===== config.mk =====
export PLATFORM = sky130hd
export DESIGN_NAME = q8mh_ctrl
export DESIGN_NICKNAME = d
export VERILOG_FILES = /design/src/sv/q8mh_pkg.sv /design/src/sv/q8mh_ctrl.sv
export SDC_FILE = /design/constraint.sdc
export NUM_CORES = 1
export LEC_CHECK = 0
export CAP_MARGIN = 20
export CORE_AREA = 5 5 42 44
export DETAILED_ROUTE_END_ITERATION = 10
export DIE_AREA = 0 0 47 49
export DONT_BUFFER_PORTS = 1
export PLACE_DENSITY_LB_ADDON = 0.08
export SYNTH_ARGS = -nofsm -noshare
export SYNTH_HDL_FRONTEND = slang
export SYNTH_SLANG_ARGS = --single-unit

===== constraint.sdc =====
create_clock -name clk -period 1.85 [get_ports clk]
set_input_delay 0.37 -clock clk [delete_from_list [all_inputs] [get_ports clk]]
set_output_delay 0.37 -clock clk [all_outputs]
set_load 0.01 [all_outputs]

===== src/sv/q8mh_pkg.sv =====
`default_nettype none

package q8mh_pkg;

    // Item opcodes.
    localparam logic [1:0] OP_DATA   = 2'd0;
    localparam logic [1:0] OP_QUERY  = 2'd1;
    localparam logic [1:0] OP_CLEAR  = 2'd2;
    localparam logic [1:0] OP_TENSOR = 2'd3;

    // Block layout of the quantized weight stream.
    localparam int BLOCK_BYTES       = 34;
    localparam int SCALE_BYTES       = 2;
    localparam int WEIGHTS_PER_BLOCK = 32;

    // Field widths and limits.
    localparam int POS_W    = 6;
    localparam int OUT_W    = 48;
    localparam int TENSOR_W = 16;
    localparam int MAG_CAP  = 127;

    typedef struct packed {
        logic [1:0] opcode;
        logic [7:0] data_byte;
        logic [6:0] bin_index;
    } in_word_t;

    typedef struct packed {
        logic [OUT_W-1:0]    bin_count;
        logic [OUT_W-1:0]    cumulative_count;
        logic [OUT_W-1:0]    above_count;
        logic [OUT_W-1:0]    value_total;
        logic [OUT_W-1:0]    block_total;
        logic [TENSOR_W-1:0] tensor_total;
    } out_word_t;

    // Commands from the controller to the datapath.
    typedef struct packed {
        logic take_in;
        logic walk_start;
        logic walk_rd;
        logic upd_wr;
        logic load_out;
    } dp_cmd_t;

    // Status from the datapath to the controller.
    typedef struct packed {
        logic in_weight;
        logic walk_last;
        logic out_block;
    } dp_sts_t;

endpackage

`default_nettype wire


===== src/sv/q8mh_ctrl.sv =====
`default_nettype none

module q8mh_ctrl (
    input  wire logic              clk,
    input  wire logic              rst_n,
    input  wire logic              in_valid,
    output logic                   in_ready,
    input  wire logic [1:0]        opcode,
    output q8mh_pkg::dp_cmd_t      cmd,
    input  wire q8mh_pkg::dp_sts_t sts
);

    localparam logic [2:0] ST_IDLE  = 3'd0;
    localparam logic [2:0] ST_UPD   = 3'd1;
    localparam logic [2:0] ST_WALK  = 3'd2;
    localparam logic [2:0] ST_DRAIN = 3'd3;
    localparam logic [2:0] ST_LOAD  = 3'd4;

    logic [2:0] state_reg;
    logic [2:0] state_next;

    // Next state and command decode.
    always_comb
    begin
        state_next = state_reg;
        cmd        = '0;
        in_ready   = 1'b0;
        case (state_reg)
            ST_IDLE:
            begin
                in_ready = 1'b1;
                if (in_valid)
                begin
                    cmd.take_in = 1'b1;
                    if (opcode == q8mh_pkg::OP_DATA && sts.in_weight)
                    begin
                        state_next = ST_UPD;
                    end
                    else if (opcode == q8mh_pkg::OP_QUERY)
                    begin
                        cmd.walk_start = 1'b1;
                        state_next     = ST_WALK;
                    end
                end
            end
            ST_UPD:
            begin
                cmd.upd_wr = 1'b1;
                state_next = ST_IDLE;
            end
            ST_WALK:
            begin
                cmd.walk_rd = 1'b1;
                if (sts.walk_last)
                begin
                    state_next = ST_DRAIN;
                end
            end
            ST_DRAIN:
            begin
                state_next = ST_LOAD;
            end
            ST_LOAD:
            begin
                if (!sts.out_block)
                begin
                    cmd.load_out = 1'b1;
                    state_next   = ST_IDLE;
                end
            end
            default:
            begin
                state_next = ST_IDLE;
            end
        endcase
    end

    always_ff @(posedge clk or negedge rst_n)
    begin
        if (!rst_n)
        begin
            state_reg <= ST_IDLE;
        end
        else
        begin
            state_reg <= state_next;
        end
    end

endmodule

`default_nettype wire


==> metrics.yaml, run 1 <==
worst_setup_path:
  path_delay_family: "flip-flops"
  slowest_stage: "dfrtp_1"
  critical_path_class: "flip-flop to output pin"
  cp-start-kind: "flip-flop"
  crit_fanout: 9
  path_cells: "nor4b_1 -> buf_4"
  critPathArrivalTime_ns: 1.29
  end_kind: "output pin"
  crit_buf_inv: 1
  slowest_delay_ns: 0.49
  worstPathRequired_ns: 1.48
floorplan:
  die_w_um: 47
  initial_core_util_pct: 16.2
  core_mm2: 0.00140
  num_rows: 14
  die_h_um: 49
  boundaryPins: 14
  dieArea_mm2: 0.00230
timing:
  max-slew-margin-rel_pct: 77.0
  timing.fmax_mhz: 603
  setup_viol: 0
  maxSlewViolCount: 0
  hold_viol_final: 0
  setup_tns_ns: 0
  holdWs_ns: 0.286
  finClkSkew_ns: 0.00233
  post-route-period-util_pct: 89.6
  tightest_slew_ns: 0.344
  rsz0062_at_grt: "no"
  timing.final.crit_period_ns: 1.66
cts:
  cts_buffers: 3
  cts_buffer_depth: 2
  clk_latency_ns: 0.23
  clk_pin_slew_ns: 0.04
  root_buffer: "clkbuf_4"
  tritoncts: "yes"
  htreeDepth: 1
  clock_sinks: 3
  cts_resized: 0
synth:
  synth.avg_cell_area_um2: 11.9
  synth_area_leader_cell: "dfrtp_1"
  yosysSeqAreaShare_pct: 33.1
  ys_ff_latch: 3
  syn-instance-count: 19
  synth.cell_area_um2: 226
  yosys.area.top_type_share_pct: 33.1
  synth_nets: 27
  synth_area_leaders: "dfrtp_1, nor4b_4, nor3_4"
  yosys_warnings: 0
  synthDistinctLibCells: 15
layout:
  insertedDiodeCount: 0
  fin_area_um2: 279
  area_delta_synth_final_pct: 23.2
  fin_nets: 33
  largest_reg_flops: 3
  drive_above_1_share_pct: 41.7
detailed_routing:
  routed-via-count: 167
  vias_per_cell: 4.18
  totalWireLength_um: 490
  drc: 0
  wl_per_cell_um: 12.3
  drt_iter0_drc: 4
  ant_nets: 0
  first_pass_iters: 2
global_route:
  grt_max_degree: 10
  grt_pass1_wl_um: 876
  grt_antenna_before_repair: 0
  grt_use_total_pct: 5.15
  first_global_vias: 196
  overflow: 0
outcome:
  status: "completed"
placement:
  gp_congestion: 0.595
  dpl_cell_area_um2: 243
  port_buffers: 0
power:
  peakVddDrop_v: 0.000471
  p_leak_nw: 0.116
  power.density_mw_per_mm2: 1440
  power_mw: 0.403
run:
  maxCapViolCount: 0
worst_hold_path:
  hold_path.class: "primary input to flip-flop"
==> metrics by stage <==
step | cells | utilization [%] | worst slack (ns)
6_report | 40 | 19.9 | 0.192
5_1_grt | 40 | 19.9 | 0.0953
4_1_cts | 40 | 19.9 | 0.178
3_5_place_dp | 35 | 17.3 | 0.433
3_3_place_gp | 35 | 17.3 | 0.468
2_1_floorplan | 19 | - | 0.502
==> metal layers <==
layer	GRT usage, %	vias to the layer above	part of all wire (%)
li1	-	81	-
met1	6.19	80	38
met2	6.79	6	50
met3	3.32	0	12
met4	2.76	0	0
met5	0	-	0
==> final cells by class <==
cell class	instances	area (um^2)
fillers	160	1120
repair buffers	2	17.5
flip-flops and latches	3	75.1
well taps	16	20.0
clock buffers	4	26.3
multi-input cells	15	140
==> final timing paths <==
kind | from | endpoint | slack (ns) | cells after the start
max in group asynchronous | rst_n | state_reg[0]$_DFFE_PN0P_ | 1.31 | 1
min reg2reg | state_reg[2]$_DFFE_PN0P_ | state_reg[2]$_DFFE_PN0P_ | 0.71 | 1
min in group asynchronous | rst_n | state_reg[2]$_DFFE_PN0P_ | 0.39 | 1
max | state_reg[1]$_DFFE_PN0P_ | cmd[0] | 0.19 | 2
min | sts[2] | state_reg[0]$_DFFE_PN0P_ | 0.29 | 1
max reg2reg | state_reg[1]$_DFFE_PN0P_ | state_reg[2]$_DFFE_PN0P_ | 0.85 | 2
==> cell usage after synthesis <==
master and number:
nor3_4 1, nor4b_4 1, and2b_2 1, nor4b_1 1
nor2b_2 1, buf_6 1, dfrtp_1 3, a32o_1 1
o21a_1 1, a31o_1 1, and2_2 2, and2_1 1
nor4bb_1 1, nor2_1 2, and3b_1 1
==> worst register-to-register path: stages, from the launching register on <==
cell     delay (ns)
dfrtp_1        0.54
nor2_1         0.09
a32o_1         0.26
==> repair_timing <==
| action | CTS | global route |
|---|---|---|
| setup buffers | 0 | 0 |
| endpoints found under the setup margin | 0 | 0 |
| hold buffers | 1 | 0 |
| endpoints found under the hold margin | 3 | 0 |
==> cells by family after synthesis <==
logic type	after synthesis	synth area share, %
flops	3	33.1
compound gates	3	11.6
simple gates	12	50.3
buf+inv	1	4.97
==> where the power goes <==
part | switching, mW | internal, mW | total, mW
Sequential | 0.0557 | 0.0880 | 0.144
Clock | 0.0304 | 0.0806 | 0.111
Combinational | 0.0690 | 0.0791 | 0.148
==> cell usage in the layout (no fill, tap or decap) <==
cell	instances
clkbuf_4	3
dfrtp_1	3
and2_2	2
nor2_1	2
nor3_4	1
and3b_1	1
and2_1	1
nor2b_2	1
and2b_2	1
nor4b_1	1
nor4b_4	1
nor4bb_1	1
a31o_1	1
a32o_1	1
o21a_1	1
clkbuf_1	1
dlygate4sd3_1	1
buf_4	1
Note: power is estimated with default switching activity, not from simulation.
==> inputs of run 2 (changes only) <==
--- a/config.mk
+++ b/config.mk
@@ -6,9 +6,9 @@
 export NUM_CORES = 1
 export LEC_CHECK = 0
 export CAP_MARGIN = 20
-export CORE_AREA = 5 5 42 44
+export CORE_AREA = 2 2 39 41
 export DETAILED_ROUTE_END_ITERATION = 10
-export DIE_AREA = 0 0 47 49
+export DIE_AREA = 0 0 41 43
 export DONT_BUFFER_PORTS = 1
 export PLACE_DENSITY_LB_ADDON = 0.08
 export SYNTH_ARGS = -nofsm -noshare
==> run 2 against run 1 <==
- register-to-register slack is essentially flat
- final cell count is the same
- die area shrank 23%
- setup slack gained 0.040 ns
- critical endpoint unchanged
- largest power group unchanged
==> metrics.yaml, run 2 (synthesized netlist as in run 1, its figures left out) <==
power:
  clock_power_share_pct: 28.2
  seq_power_share_pct: 35.2
  power_mw: 0.412
  p_int_mw: 0.248
  switching_share_pct: 39.8
  peakVddDrop_v: 0.000333
  p_leak_nw: 0.116
  power.density_mw_per_mm2: 1480
  combPwrFrac_pct: 36.6
  p_sw_mw: 0.164
cts:
  clk_pin_slew_ns: 0.04
  tritoncts: "yes"
  cts_buffers: 3
  cts_buffer_depth: 2
  htreeDepth: 1
  root_buffer: "clkbuf_4"
  clk_latency_ns: 0.23
  clock_sinks: 3
  post-cts-setup-buffer-count: 0
timing:
  tightest_slew_ns: 0.347
  setup_tns_ns: 0
  timing.final.crit_period_ns: 1.62
  setup_ws_ns: 0.232
  rsz0062_at_grt: "no"
  max-slew-margin-rel_pct: 76.8
  timing.fmax_mhz: 618
  hold_viol_final: 0
  finClkSkew_ns: 0.00301
  post-route-period-util_pct: 87.5
  setup_viol: 0
  maxSlewViolCount: 0
  holdWs_ns: 0.298
detailed_routing:
  vias_per_cell: 4.10
  met1Wirelength_um: 186
  drc: 0
  routed-via-count: 164
  dr_wl_met3_um: 42
  totalWireLength_um: 523
  drt_iter0_drc: 0
  wl_met2_um: 293
  ant_nets: 0
  wl_per_cell_um: 13.1
  topRoutingLayerUsed: "met3"
  first_pass_iters: 1
layout:
  insertedDiodeCount: 0
  largest_reg_flops: 3
  num-fill-cells: 160
  area_delta_synth_final_pct: 23.2
  fin_area_um2: 279
  fin_nets: 33
  most-common-layout-cells: "clkbuf_4, dfrtp_1, and2_2, nor2_1"
  drive_above_1_share_pct: 41.7
global_route:
  grt_use_total_pct: 8.15
  grt_pass1_wl_um: 890
  grt_max_degree: 10
  overflow: 0
  first_global_vias: 207
  grt_antenna_before_repair: 0
floorplan:
  dieArea_mm2: 0.00176
  core_mm2: 0.00138
  die_w_um: 41
  initial_core_util_pct: 16.4
  die_h_um: 43
  num_rows: 14
  boundaryPins: 14
worst_setup_path:
  worstPathRequired_ns: 1.48
  end_kind: "output pin"
  cp-start-kind: "flip-flop"
  crit_fanout: 9
  critPathArrivalTime_ns: 1.25
  critical_path_class: "flip-flop to output pin"
outcome:
  status: "completed"
placement:
  place_ws_ns: 0.443
  gp_congestion: 0.667
  dpl_cell_area_um2: 243
  port_buffers: 0
run:
  maxCapViolCount: 0
worst_hold_path:
  hold_path.class: "primary input to flip-flop"
run 2: cell counts in the layout (fill, tap and decap cells not counted):
No cell type changed its count.
run 2: worst max-delay path, cell delays in order (launching register included):
cell and delay [ns]:
dfrtp_1 0.49, nor4b_1 0.35, buf_4 0.18
run 2: worst paths after layout:
kind | depth (start not counted) | to | slack, ns | from
setup / recovery | 2 | cmd[0] | 0.23 | state_reg[1]$_DFFE_PN0P_
hold / removal | 1 | state_reg[0]$_DFFE_PN0P_ | 0.30 | sts[2]
setup reg to reg | 2 | state_reg[0]$_DFFE_PN0P_ | 0.84 | state_reg[1]$_DFFE_PN0P_
hold reg to reg | 1 | state_reg[2]$_DFFE_PN0P_ | 0.71 | state_reg[2]$_DFFE_PN0P_
max in group asynchronous | 1 | state_reg[0]$_DFFE_PN0P_ | 1.32 | rst_n
min in group asynchronous | 1 | state_reg[2]$_DFFE_PN0P_ | 0.39 | rst_n
run 2: through the flow:
stage | utilization, % | std cells
after global placement | 17.5 | 35
final | 20.2 | 40
after detailed placement | 17.5 | 35
after CTS | 20.2 | 40
after global routing | 20.2 | 40
after floorplan | - | 19
run 2: routing by layer:
layer	vias up	GRT usage [%]
met4	0	12.0
met2	8	10.3
met3	0	1.05
met1	76	9.06
met5	-	0
li1	80	-
run 2: cell type report:
| type | count | area [um^2] | share of cell area [%] |
|---|---|---|---|
| clock buffer | 4 | 26.3 | 9.42 |
| multi-input combinational | 15 | 140 | 50.2 |
| sequential | 3 | 75.1 | 26.9 |
| tap | 16 | 20.0 | 7.17 |
| timing repair buffer | 2 | 17.5 | 6.28 |
run 2: what timing repair did:
item,4_1_cts,5_1_grt
hold endpoints to repair,3,0
gates resized for setup,0,0
hold buffers,1,0
run 2: power by group through the flow:
| stage | Clock [mW] | Sequential, mW | Combinational, mW |
|---|---|---|---|
| final | 0.116 | 0.145 | 0.151 |
| after global routing | 0.128 | 0.154 | 0.165 |
| after global placement | 0 | 0.149 | 0.152 |
| after floorplan | 0 | 0.114 | 0.174 |
| after detailed placement | 0 | 0.149 | 0.150 |
| after CTS | 0.123 | 0.147 | 0.154 |
